<file path="config.mk">
export PLATFORM = sky130hd
export DESIGN_NAME = keypad_code_lock_flat
export DESIGN_NICKNAME = d
export VERILOG_FILES = /design/src/hdl/kcl_pkg.sv /design/src/hdl/kcl_req_if.sv /design/src/hdl/kcl_rsp_if.sv /design/src/hdl/kcl_in_stage.sv /design/src/hdl/kcl_entry.sv /design/src/hdl/kcl_session.sv /design/src/hdl/keypad_code_lock.sv /design/src/flat_wrapper.sv
export SDC_FILE = /design/constraint.sdc
export NUM_CORES = 1
export LEC_CHECK = 0
export BUFFER_PORTS_ARGS = -buffer_cell sky130_fd_sc_hd__clkbuf_2
export CORE_UTILIZATION = 60
export CTS_CLUSTER_SIZE = 28
export DETAILED_ROUTE_END_ITERATION = 7
export GPL_TIMING_DRIVEN = 0
export PLACE_DENSITY_LB_ADDON = 0.2
export SETUP_SLACK_MARGIN = 0.2
export SYNTH_ARGS = -nofsm -noshare
export SYNTH_HDL_FRONTEND = slang
export SYNTH_HIERARCHICAL = 1
export SYNTH_SLANG_ARGS = --single-unit
</file>
<file path="constraint.sdc">
create_clock -name clock -period 3.38 [get_ports clock]
set_input_delay 0.507 -clock clock [delete_from_list [all_inputs] [get_ports clock]]
set_output_delay 0.507 -clock clock [all_outputs]
set_load 0.05 [all_outputs]
</file>
<file path="src/hdl/kcl_pkg.sv">
`timescale 1ns / 1ps
`default_nettype none

package kcl_pkg;

   // Fixed field widths of the channels
   localparam int KEY_W          = 5;
   localparam int ENTRY_VALUE_W  = 14;
   localparam int ENTRY_DIGITS_W = 3;
   localparam int FAIL_W         = 3;
   localparam int CHANGE_W       = 2;
   localparam int END_W          = 2;

   localparam int CODE_DIGITS_DEFAULT = 4;
   localparam int DEFAULT_CODE        = 1234;

   localparam logic [FAIL_W-1:0]   FAIL_MAX         = 3'd7;
   localparam logic [FAIL_W-1:0]   FAIL_LIMIT_RESET = 3'd3;

   // change key press count: one press opens change mode, a second leaves
   localparam logic [CHANGE_W-1:0] CHANGE_MAX    = 2'd3;
   localparam logic [CHANGE_W-1:0] CHANGE_ACTIVE = 2'd1;
   localparam logic [CHANGE_W-1:0] CHANGE_LEAVE  = 2'd2;

   localparam logic [KEY_W-1:0] KEY_DIGIT_FIRST = 5'd1;

   typedef enum logic [KEY_W-1:0] {
      KEY_NONE    = 5'd0,
      KEY_ZERO    = 5'd10,   // last digit key, stands for 0
      KEY_CONFIRM = 5'd13,
      KEY_DELETE  = 5'd14,
      KEY_CHANGE  = 5'd15,
      KEY_SAVE    = 5'd16
   } key_type;

   typedef enum logic [END_W-1:0] {
      END_NONE  = 2'd0,
      END_SAVED = 2'd1,
      END_LEFT  = 2'd2
   } end_type;

   // session control -> entry datapath
   typedef struct packed {
      logic digit_en;
      logic entry_clear;
      logic count_clear;
      logic hist_clear;
   } entry_cmd_type;

   // per-request status flags, taken after the step
   typedef struct packed {
      logic    unlocked;
      logic    change_mode;
      logic    wrong_code;
      logic    alarm;
      end_type session_end;
   } status_type;

   // binary width of a code of the given digit count; always wide enough
   // to hold the default code
   function automatic int code_width(input int digits);
      int w;
      w = $clog2(10 ** digits);
      if (w < $clog2(DEFAULT_CODE + 1)) w = $clog2(DEFAULT_CODE + 1);
      return w;
   endfunction

   function automatic int count_width(input int digits);
      return $clog2(digits + 1);
   endfunction

   function automatic int index_width(input int digits);
      return ($clog2(digits) < 1) ? 1 : $clog2(digits);
   endfunction

   function automatic logic [3:0] key_digit(input logic [KEY_W-1:0] key);
      logic [3:0] d;
      d = (key == KEY_ZERO) ? 4'd0 : key[3:0];
      return d;
   endfunction

endpackage

`default_nettype wire

</file>
<file path="src/hdl/kcl_req_if.sv">
`timescale 1ns / 1ps
`default_nettype none

interface kcl_req_if;
   import kcl_pkg::*;

   logic             valid;
   logic             ready;
   logic [KEY_W-1:0] key_code;

   modport source (output valid, output key_code, input ready);
   modport sink   (input valid, input key_code, output ready);
endinterface

`default_nettype wire

</file>
<file path="src/hdl/kcl_rsp_if.sv">
`timescale 1ns / 1ps
`default_nettype none

interface kcl_rsp_if;
   import kcl_pkg::*;

   logic                      valid;
   logic                      ready;
   logic [ENTRY_VALUE_W-1:0]  entry_value;
   logic [ENTRY_DIGITS_W-1:0] entry_digits;
   logic                      unlocked;
   logic                      change_mode;
   logic                      wrong_code;
   logic                      alarm;
   logic [END_W-1:0]          session_end;

   modport source (output valid, output entry_value, output entry_digits,
                   output unlocked, output change_mode, output wrong_code,
                   output alarm, output session_end, input ready);
   modport sink   (input valid, input entry_value, input entry_digits,
                   input unlocked, input change_mode, input wrong_code,
                   input alarm, input session_end, output ready);
endinterface

`default_nettype wire

</file>
<file path="src/hdl/kcl_in_stage.sv">
`timescale 1ns / 1ps
`default_nettype none

module kcl_in_stage (
   input  wire logic                      clock,
   input  wire logic                      reset,
   kcl_req_if.sink                        req,
   input  wire logic                      advance,
   output logic                           in_valid,
   output logic [kcl_pkg::KEY_W-1:0]      in_key
);
   import kcl_pkg::*;

   logic             in_valid_ff;
   logic [KEY_W-1:0] key_ff;

   // holding slot frees up in the same cycle it moves on
   assign req.ready = !in_valid_ff || advance;
   assign in_valid  = in_valid_ff;
   assign in_key    = key_ff;

   always_ff @(posedge clock) begin
      if (reset) begin
         in_valid_ff <= 1'b0;
      end else if (req.valid && req.ready) begin
         in_valid_ff <= 1'b1;
      end else if (advance) begin
         in_valid_ff <= 1'b0;
      end
   end

   always_ff @(posedge clock) begin
      if (req.valid && req.ready) begin
         key_ff <= req.key_code;
      end
   end

endmodule

`default_nettype wire

</file>
<file path="src/hdl/kcl_entry.sv">
`timescale 1ns / 1ps
`default_nettype none

module kcl_entry #(
   parameter int CODE_DIGITS = kcl_pkg::CODE_DIGITS_DEFAULT
) (
   input  wire logic                                              clock,
   input  wire logic                                              reset,
   input  wire logic                                              step,
   input  wire logic [kcl_pkg::KEY_W-1:0]                         key_code,
   input  wire kcl_pkg::entry_cmd_type                            cmd,
   output logic [kcl_pkg::code_width(CODE_DIGITS)-1:0]            entry_code,
   output logic [kcl_pkg::code_width(CODE_DIGITS)-1:0]            entry_code_in,
   output logic [kcl_pkg::count_width(CODE_DIGITS)-1:0]           digit_count_in
);
   import kcl_pkg::*;

   localparam int CODE_W = code_width(CODE_DIGITS);
   localparam int CNT_W  = count_width(CODE_DIGITS);
   localparam int IDX_W  = index_width(CODE_DIGITS);
   localparam logic [CNT_W-1:0] COUNT_FULL = CNT_W'(CODE_DIGITS);

   logic [CODE_W-1:0] entry_code_ff;
   logic [CNT_W-1:0]  digit_count_ff;
   // hist_ff[k] holds the entry as it was with k digits typed; delete
   // steps back to it instead of dividing by ten
   logic [CODE_W-1:0] hist_ff [CODE_DIGITS];

   logic              is_digit;
   logic              push;
   logic              pop;
   logic [CNT_W-1:0]  count_dec;
   logic [IDX_W-1:0]  push_idx;
   logic [IDX_W-1:0]  pop_idx;

   assign entry_code = entry_code_ff;

   always_comb begin
      is_digit  = (key_code >= KEY_DIGIT_FIRST) && (key_code <= KEY_ZERO);
      push      = is_digit && cmd.digit_en && (digit_count_ff < COUNT_FULL);
      pop       = (key_code == KEY_DELETE) && (digit_count_ff != '0);
      count_dec = digit_count_ff - CNT_W'(1);
      push_idx  = digit_count_ff[IDX_W-1:0];
      pop_idx   = count_dec[IDX_W-1:0];

      entry_code_in  = entry_code_ff;
      digit_count_in = digit_count_ff;
      if (push) begin
         // x*10 as two shifts and an add
         entry_code_in  = (entry_code_ff << 3) + (entry_code_ff << 1)
                          + CODE_W'(key_digit(key_code));
         digit_count_in = digit_count_ff + CNT_W'(1);
      end else if (pop) begin
         entry_code_in  = hist_ff[pop_idx];
         digit_count_in = count_dec;
      end
      if (cmd.entry_clear) entry_code_in  = '0;
      if (cmd.count_clear) digit_count_in = '0;
   end

   always_ff @(posedge clock) begin
      if (reset) begin
         entry_code_ff  <= '0;
         digit_count_ff <= '0;
      end else if (step) begin
         entry_code_ff  <= entry_code_in;
         digit_count_ff <= digit_count_in;
      end
   end

   // change key zeroes the entry but keeps the count, so every prefix
   // has to read back as zero afterwards
   always_ff @(posedge clock) begin
      if (step) begin
         if (cmd.hist_clear) begin
            for (int i = 0; i < CODE_DIGITS; i++) hist_ff[i] <= '0;
         end else if (push) begin
            hist_ff[push_idx] <= entry_code_ff;
         end
      end
   end

   a_count_bound: assert property (@(posedge clock) disable iff (reset)
      digit_count_ff <= COUNT_FULL)
      else $error("digit count beyond code length");

endmodule

`default_nettype wire

</file>
<file path="src/hdl/kcl_session.sv">
`timescale 1ns / 1ps
`default_nettype none

module kcl_session #(
   parameter int CODE_DIGITS = kcl_pkg::CODE_DIGITS_DEFAULT
) (
   input  wire logic                                      clock,
   input  wire logic                                      reset,
   input  wire logic                                      step,
   input  wire logic [kcl_pkg::KEY_W-1:0]                 key_code,
   input  wire logic [kcl_pkg::code_width(CODE_DIGITS)-1:0] entry_code,
   input  wire logic                                      csr_write_en,
   input  wire logic [kcl_pkg::FAIL_W-1:0]                csr_write_data,
   output kcl_pkg::entry_cmd_type                         cmd,
   output kcl_pkg::status_type                            status_in
);
   import kcl_pkg::*;

   localparam int CODE_W = code_width(CODE_DIGITS);

   logic [CODE_W-1:0]   stored_code_ff, stored_code_in;
   logic [FAIL_W-1:0]   fail_count_ff, fail_count_in;
   logic [FAIL_W-1:0]   fail_limit_ff;
   logic                unlocked_ff, unlocked_in;
   logic                keys_off_ff, keys_off_in;
   logic [CHANGE_W-1:0] change_ff, change_in;

   logic                change_hit;
   logic [CHANGE_W-1:0] change_chg;
   logic                code_match;
   logic                wrong;
   end_type             ended;

   always_comb begin
      change_hit = (key_code == KEY_CHANGE) && unlocked_ff;
      change_chg = (change_hit && (change_ff != CHANGE_MAX))
                   ? change_ff + CHANGE_W'(1) : change_ff;
      code_match = (entry_code == stored_code_ff);

      stored_code_in  = stored_code_ff;
      unlocked_in     = unlocked_ff;
      keys_off_in     = change_hit ? 1'b0 : keys_off_ff;
      change_in       = change_chg;
      fail_count_in   = change_hit ? '0 : fail_count_ff;
      wrong           = 1'b0;
      ended           = END_NONE;
      cmd.digit_en    = !keys_off_ff;
      cmd.entry_clear = change_hit;
      cmd.count_clear = 1'b0;
      cmd.hist_clear  = change_hit;

      if ((key_code == KEY_SAVE) && (change_chg == CHANGE_ACTIVE)) begin
         stored_code_in  = entry_code;
         unlocked_in     = 1'b0;
         keys_off_in     = 1'b0;
         change_in       = '0;
         cmd.entry_clear = 1'b1;
         cmd.count_clear = 1'b1;
         ended           = END_SAVED;
      end else if (!unlocked_ff) begin
         if (key_code == KEY_CONFIRM) begin
            cmd.count_clear = 1'b1;
            if (code_match) begin
               fail_count_in = '0;
               unlocked_in   = 1'b1;
               keys_off_in   = 1'b1;
            end else begin
               if (fail_count_ff != FAIL_MAX) begin
                  fail_count_in = fail_count_ff + FAIL_W'(1);
               end
               cmd.entry_clear = 1'b1;
               wrong           = 1'b1;
            end
         end
      end else if (change_chg >= CHANGE_LEAVE) begin
         // second change press: leave with the old code
         unlocked_in     = 1'b0;
         keys_off_in     = 1'b0;
         change_in       = '0;
         cmd.entry_clear = 1'b1;
         cmd.count_clear = 1'b1;
         ended           = END_LEFT;
      end

      status_in.unlocked    = unlocked_in;
      status_in.change_mode = (change_in == CHANGE_ACTIVE);
      status_in.wrong_code  = wrong;
      status_in.alarm       = (fail_count_in >= fail_limit_ff);
      status_in.session_end = ended;
   end

   always_ff @(posedge clock) begin
      if (reset) begin
         stored_code_ff <= CODE_W'(DEFAULT_CODE);
         fail_count_ff  <= '0;
         unlocked_ff    <= 1'b0;
         keys_off_ff    <= 1'b0;
         change_ff      <= '0;
      end else if (step) begin
         stored_code_ff <= stored_code_in;
         fail_count_ff  <= fail_count_in;
         unlocked_ff    <= unlocked_in;
         keys_off_ff    <= keys_off_in;
         change_ff      <= change_in;
      end
   end

   always_ff @(posedge clock) begin
      if (reset) begin
         fail_limit_ff <= FAIL_LIMIT_RESET;
      end else if (csr_write_en) begin
         fail_limit_ff <= csr_write_data;
      end
   end

   a_keys_off_unlocked: assert property (@(posedge clock) disable iff (reset)
      keys_off_ff |-> unlocked_ff)
      else $error("digit keys disabled outside an open session");

   a_change_unlocked: assert property (@(posedge clock) disable iff (reset)
      (change_ff != '0) |-> unlocked_ff)
      else $error("change count set while locked");

   a_change_bound: assert property (@(posedge clock) disable iff (reset)
      change_ff < CHANGE_LEAVE)
      else $error("change count left at leave value");

endmodule

`default_nettype wire

</file>
<file path="src/hdl/keypad_code_lock.sv">
// Keypad code lock. Each request carries one key code (0 none, 1-10 digits
// with 10 meaning 0, 13 confirm, 14 delete, 15 change, 16 save; all other
// codes do nothing) and produces exactly one response with the state after
// that key: the typed entry and its digit count, unlocked and change-mode
// flags, a wrong-code pulse, the alarm flag and the session-end code
// (1 new code saved, 2 left without change). The stored code resets to
// 1234. csr_write_data sets the alarm threshold on the failure count
// (reset 3, failures saturate at 7, a threshold of 0 keeps alarm high);
// write it only while no request is in flight. Throughput is one request
// per clock while the response side does not stall. A request lands in the
// input register when it is accepted; the combinational key step loads the
// response register from it once the response slot is empty or drains.
// The key step itself is one shift-add, one code compare and the flag
// update, so it sets the clock, and a new request is taken every cycle
// the response register can move. Delete steps back through a small
// per-digit history, so there is no divider anywhere.
`timescale 1ns / 1ps
`default_nettype none

module keypad_code_lock #(
   parameter int CODE_DIGITS = kcl_pkg::CODE_DIGITS_DEFAULT
) (
   input  wire logic                         clock,
   input  wire logic                         reset,
   kcl_req_if.sink                           req_ch,
   kcl_rsp_if.source                         rsp_ch,
   input  wire logic                         csr_write_en,
   input  wire logic [kcl_pkg::FAIL_W-1:0]   csr_write_data
);
   import kcl_pkg::*;

   localparam int CODE_W   = code_width(CODE_DIGITS);
   localparam int CNT_W    = count_width(CODE_DIGITS);
   localparam int VALUE_XW = CODE_W + ENTRY_VALUE_W;
   localparam int DIGIT_XW = CNT_W + ENTRY_DIGITS_W;

   // input register
   logic             in_valid;
   logic [KEY_W-1:0] in_key;
   logic             advance;

   // step logic
   entry_cmd_type     cmd;
   status_type        status_in;
   logic [CODE_W-1:0] entry_code;
   logic [CODE_W-1:0] entry_code_in;
   logic [CNT_W-1:0]  digit_count_in;
   logic [VALUE_XW-1:0] entry_wide;
   logic [DIGIT_XW-1:0] count_wide;

   // response register
   logic                      rsp_valid_ff;
   logic [ENTRY_VALUE_W-1:0]  entry_value_ff;
   logic [ENTRY_DIGITS_W-1:0] entry_digits_ff;
   status_type                status_ff;

   // the held request steps whenever the response slot is empty or drains
   assign advance = in_valid && (!rsp_valid_ff || rsp_ch.ready);

   kcl_in_stage u_in_stage (
      .clock    (clock),
      .reset    (reset),
      .req      (req_ch),
      .advance  (advance),
      .in_valid (in_valid),
      .in_key   (in_key)
   );

   kcl_session #(
      .CODE_DIGITS (CODE_DIGITS)
   ) u_session (
      .clock          (clock),
      .reset          (reset),
      .step           (advance),
      .key_code       (in_key),
      .entry_code     (entry_code),
      .csr_write_en   (csr_write_en),
      .csr_write_data (csr_write_data),
      .cmd            (cmd),
      .status_in      (status_in)
   );

   kcl_entry #(
      .CODE_DIGITS (CODE_DIGITS)
   ) u_entry (
      .clock          (clock),
      .reset          (reset),
      .step           (advance),
      .key_code       (in_key),
      .cmd            (cmd),
      .entry_code     (entry_code),
      .entry_code_in  (entry_code_in),
      .digit_count_in (digit_count_in)
   );

   // display fields are the low bits of the entry and count
   assign entry_wide = VALUE_XW'(entry_code_in);
   assign count_wide = DIGIT_XW'(digit_count_in);

   always_ff @(posedge clock) begin
      if (reset) begin
         rsp_valid_ff <= 1'b0;
      end else if (advance) begin
         rsp_valid_ff <= 1'b1;
      end else if (rsp_ch.ready) begin
         rsp_valid_ff <= 1'b0;
      end
   end

   always_ff @(posedge clock) begin
      if (advance) begin
         entry_value_ff  <= entry_wide[ENTRY_VALUE_W-1:0];
         entry_digits_ff <= count_wide[ENTRY_DIGITS_W-1:0];
         status_ff       <= status_in;
      end
   end

   assign rsp_ch.valid        = rsp_valid_ff;
   assign rsp_ch.entry_value  = entry_value_ff;
   assign rsp_ch.entry_digits = entry_digits_ff;
   assign rsp_ch.unlocked     = status_ff.unlocked;
   assign rsp_ch.change_mode  = status_ff.change_mode;
   assign rsp_ch.wrong_code   = status_ff.wrong_code;
   assign rsp_ch.alarm        = status_ff.alarm;
   assign rsp_ch.session_end  = status_ff.session_end;

   // a closed session shows a clean, locked lock
   a_end_clean: assert property (@(posedge clock) disable iff (reset)
      (rsp_valid_ff && (status_ff.session_end != END_NONE)) |->
      (!status_ff.unlocked && !status_ff.change_mode && (entry_digits_ff == '0)))
      else $error("session end with state left over");

   // a mismatch clears the entry and keeps the lock shut
   a_wrong_clean: assert property (@(posedge clock) disable iff (reset)
      (rsp_valid_ff && status_ff.wrong_code) |->
      (!status_ff.unlocked && (entry_value_ff == '0) && (entry_digits_ff == '0)))
      else $error("wrong code response with entry or unlock set");

   // a held request that cannot step stays held
   a_hold_request: assert property (@(posedge clock) disable iff (reset)
      (in_valid && !advance) |=> in_valid)
      else $error("held request dropped");

endmodule

`default_nettype wire

</file>
<file path="src/flat_wrapper.sv">
// flat-port wrapper written by rule: the top's interface ports become plain ports
module keypad_code_lock_flat import kcl_pkg::*;
#(
   parameter int CODE_DIGITS = kcl_pkg::CODE_DIGITS_DEFAULT
)
  (clock, reset, csr_write_en, csr_write_data, req_ch_valid, req_ch_key_code, req_ch_ready, rsp_ch_valid, rsp_ch_entry_value, rsp_ch_entry_digits, rsp_ch_unlocked, rsp_ch_change_mode, rsp_ch_wrong_code, rsp_ch_alarm, rsp_ch_session_end, rsp_ch_ready);
  kcl_req_if req_ch_i ();
  kcl_rsp_if rsp_ch_i ();
  input  wire logic clock;
  input  wire logic reset;
  input  wire logic csr_write_en;
  input  wire logic [kcl_pkg::FAIL_W-1:0] csr_write_data;
  input wire logic [$bits(req_ch_i.valid)-1:0] req_ch_valid;
  input wire logic [$bits(req_ch_i.key_code)-1:0] req_ch_key_code;
  output wire logic [$bits(req_ch_i.ready)-1:0] req_ch_ready;
  output wire logic [$bits(rsp_ch_i.valid)-1:0] rsp_ch_valid;
  output wire logic [$bits(rsp_ch_i.entry_value)-1:0] rsp_ch_entry_value;
  output wire logic [$bits(rsp_ch_i.entry_digits)-1:0] rsp_ch_entry_digits;
  output wire logic [$bits(rsp_ch_i.unlocked)-1:0] rsp_ch_unlocked;
  output wire logic [$bits(rsp_ch_i.change_mode)-1:0] rsp_ch_change_mode;
  output wire logic [$bits(rsp_ch_i.wrong_code)-1:0] rsp_ch_wrong_code;
  output wire logic [$bits(rsp_ch_i.alarm)-1:0] rsp_ch_alarm;
  output wire logic [$bits(rsp_ch_i.session_end)-1:0] rsp_ch_session_end;
  input wire logic [$bits(rsp_ch_i.ready)-1:0] rsp_ch_ready;
  assign req_ch_i.valid = req_ch_valid;
  assign req_ch_i.key_code = req_ch_key_code;
  assign req_ch_ready = req_ch_i.ready;
  assign rsp_ch_valid = rsp_ch_i.valid;
  assign rsp_ch_entry_value = rsp_ch_i.entry_value;
  assign rsp_ch_entry_digits = rsp_ch_i.entry_digits;
  assign rsp_ch_unlocked = rsp_ch_i.unlocked;
  assign rsp_ch_change_mode = rsp_ch_i.change_mode;
  assign rsp_ch_wrong_code = rsp_ch_i.wrong_code;
  assign rsp_ch_alarm = rsp_ch_i.alarm;
  assign rsp_ch_session_end = rsp_ch_i.session_end;
  assign rsp_ch_i.ready = rsp_ch_ready;
  keypad_code_lock #(.CODE_DIGITS(CODE_DIGITS)) u_core (.clock(clock), .reset(reset), .req_ch(req_ch_i), .rsp_ch(rsp_ch_i), .csr_write_en(csr_write_en), .csr_write_data(csr_write_data));
endmodule
</file>
==> flow_summary.toml <==
[worst_setup_path]
required_ns = 3.76
crit_fanout = 3
startpoint_type = "flip-flop"
path_class = "reg -> reg"
crit_path_end_kind = "flip-flop"
max_stage_delay_ns = 0.44
crit_family = "adder cells"
crit_arrival_ns = 3.46
crit_buf_inv = 0
crit_slowest_cell = "fa_2"
path_cells = "and4bb_2, nand2b_1, and2_1, ha_1, ha_2, fa_2, a211oi_4, o21ai_2, a221oi_2, xnor2_1, nand2_1, a21oi_1"

[global_routing]
grt_max_degree = 33
grt_pass1_wl_um = 26010
grt_overflow = 0
grtUsageTotal = 0.3045
antenna_found_initial = 0
grt_pass1_vias = 5176

[synth]
seq_area_frac_synth = 0.5029
yosys_warnings = 6
synthDistinctLibCells = 69
ys_ff_latch = 127
yosys.area.top_type = "edfxtp_1"
async_flop_share = 0
syn_area_per_cell_um2 = 11.23
synth_area_leaders = "edfxtp_1 37%, dfxtp_1 13%, ha_1 5.8%, mux4_2 4.7%, and2_1 4.2%"
yosysMostFrequentCell = "edfxtp_1"
synth_ff_type = "edfxtp_1"
synth_top_cells_by_count = "84 x edfxtp_1, 45 x and2_1, 45 x nand2_1"
syn_nets = 645
syn_inst = 599
synth_edf_count = 84
syn-cell-area_mm2 = 0.006728
netlist.area_leader.share = 0.3749

[floorplan]
core-area_mm2 = 0.01089
start_util = 0.6179
die_w_um = 107.9
io_pins = 38
die_area_mm2 = 0.01164
die_h_um = 107.9
row_count = 38

[clock_tree]
clkLatencyLatePin_ns = 0.55
path_clk_slew_ns = 0.06
ctsHtreeMaxLevel = 4
cts.sinks = 127
cts-buffers-inserted = 17
cts_root_buf = "clkbuf_8"
clock_path_buffers = 2
cts_tree = "done"

[detailed_routing]
via_count = 5187
detail-route-antenna-nets = 0
avgRoutedWirePerCell_um = 20.43
post_drt_via_cell_ratio = 6.357
drtIter0Drc = 379
drt-total-wl_um = 16670
route.detailed.drc = 0
drt-pass1-iter-count = 5

[placed_design]
io_buffers = 37
placed_area_mm2 = 0.007088
gp_congestion = 0.9060
dp.final_hpwl_um = 11250

[layout]
finish.instance_area_mm2 = 0.007925
drive_gt1_frac = 0.2352
syn_to_final_growth_pct = 17.80
layout.nets = 709
insertedDiodeCount = 0

[sta]
worst_slew_pin_slew_ns = 1.348
setup_viol = 0
fin_skew_ns = 0.009910
maxSlewHeadroom = 0.09438
fin_tns_setup_ns = 0
period_needed_ns = 3.085
finalMaxSlewViolations = 0
fmax_ghz = 0.3242
rsz0062_at_grt = "yes"
finalCritPeriodShare = 0.9126
final_hold_viol_count = 0

[flow_run]
cap_violations = 0

[worst_hold_path]
hp-class = "in -> reg"

[pwr]
pwr_density_cell_mw_per_mm2 = 514.6
ir_drop_mv = 0.5506
leakage_nw = 3.084

[run_status]
status = "complete, no violations"
## registers in the layout, summed over array words and instances (netlist names), 2 cells and up
| signal | flops |
|---|---|
| u_core/rsp_ch.entry_digits | 3 |
| u_core/rsp_ch.entry_value | 14 |
| u_core/rsp_ch.session_end | 2 |
| u_core/u_entry/digit_count_ff | 3 |
| u_core/u_entry/entry_code | 14 |
| u_core/u_entry/hist_ff | 56 |
| u_core/u_in_stage/in_key | 5 |
| u_core/u_session/change_ff | 2 |
| u_core/u_session/fail_count_ff | 3 |
| u_core/u_session/fail_limit_ff | 3 |
| u_core/u_session/stored_code_ff | 14 |
## layer usage
metal	vias up	part of all wire	wire, µm	GRT usage
li1	2353	-	-	-
met1	2550	0.40	6681	0.3631
met2	246	0.49	8215	0.5137
met3	38	0.083	1383	0.07688
met4	0	0.023	386	0.1448
met5	-	0	0	0
## cell type report
type / instances / area [µm²]
sequential: 127 / 3393
multi-input combinational: 417 / 3178
fill: 733 / 2963
clock buffer: 18 / 417.9
timing repair buffer: 45 / 245.2
clock inverter: 14 / 220.2
buffer: 31 / 205.2
tap: 140 / 175.2
inverter: 24 / 90.09
## metrics by stage
stage / instances / worst slack, ns / power [W] / util / hold WS, ns
2_1_floorplan: 599 / 0.2679 / 0.001984 / - / 0.4428
3_3_place_gp: 776 / -0.3890 / 0.002073 / 0.6510 / 0.4538
3_5_place_dp: 776 / -0.4551 / 0.002082 / 0.6510 / 0.4634
4_1_cts: 812 / 0.1977 / 0.004074 / 0.7187 / 0.1247
5_1_grt: 816 / 0.1518 / 0.004187 / 0.7279 / 0.1333
6_report: 816 / 0.2954 / 0.004078 / 0.7279 / 0.1350
## path summary, 6_finish.rpt
kind | depth (start not counted) | to | start | slack (ns)
max | 12 | u_core/rsp_ch.entry_value[12]$_DFFE_PP_ | u_core/u_in_stage/in_key[4]$_DFFE_PP_ | 0.30
max reg2reg | 12 | u_core/rsp_ch.entry_value[12]$_DFFE_PP_ | u_core/u_in_stage/in_key[4]$_DFFE_PP_ | 0.30
min | 1 | u_core/u_in_stage/in_key[1]$_DFFE_PP_ | req_ch_key_code[1] | 0.14
min reg2reg | 2 | u_core/u_session/stored_code_ff[0]$_SDFFE_PP0P_ | u_core/u_session/stored_code_ff[0]$_SDFFE_PP0P_ | 0.48
## cell families after synthesis
kind of cell,share of synthesized area
compound gates,0.1108
buf+inv,0.03961
xor+xnor,0.03255
fa+ha+maj,0.06360
simple gates,0.1811
mux,0.06937
flops,0.5029
## placed cells by master, fill, tap and decap left out, types with 23 or more instances in the layout
| cell type | count |
|---|---|
| xnor2_1 | 23 |
| edfxtp_1 | 84 |
| nand2_1 | 45 |
| a21oi_1 | 27 |
| dfxtp_1 | 35 |
| and2_1 | 45 |
| nor2_1 | 33 |
| nand3_1 | 26 |
| clkbuf_2 | 37 |
| ha_1 | 29 |
## worst reg2reg max path, cell delays in order (launching register included)
cell and delay, ns:
edfxtp_1 0.42, and4bb_2 0.33, nand2b_1 0.07, and2_1 0.16
ha_1 0.19, ha_2 0.21, fa_2 0.44, a211oi_4 0.25
o21ai_2 0.12, a221oi_2 0.29, xnor2_1 0.19, nand2_1 0.09
a21oi_1 0.17
## where the power goes
part	switching [W]	internal (W)
combinational	0.000250	0.000116
clock	0.000665	0.00133
sequential	0.0000261	0.00169
## timing repair
| item | in CTS | in global routing |
|---|---|---|
| hold buffers | 0 | 0 |
| buffers inserted | 4 | 4 |
| setup endpoints to repair | 59 | 42 |
| pin swaps | 0 | 10 |
| resized for setup | 19 | 24 |
Note: power is estimated with default switching activity, not from simulation.
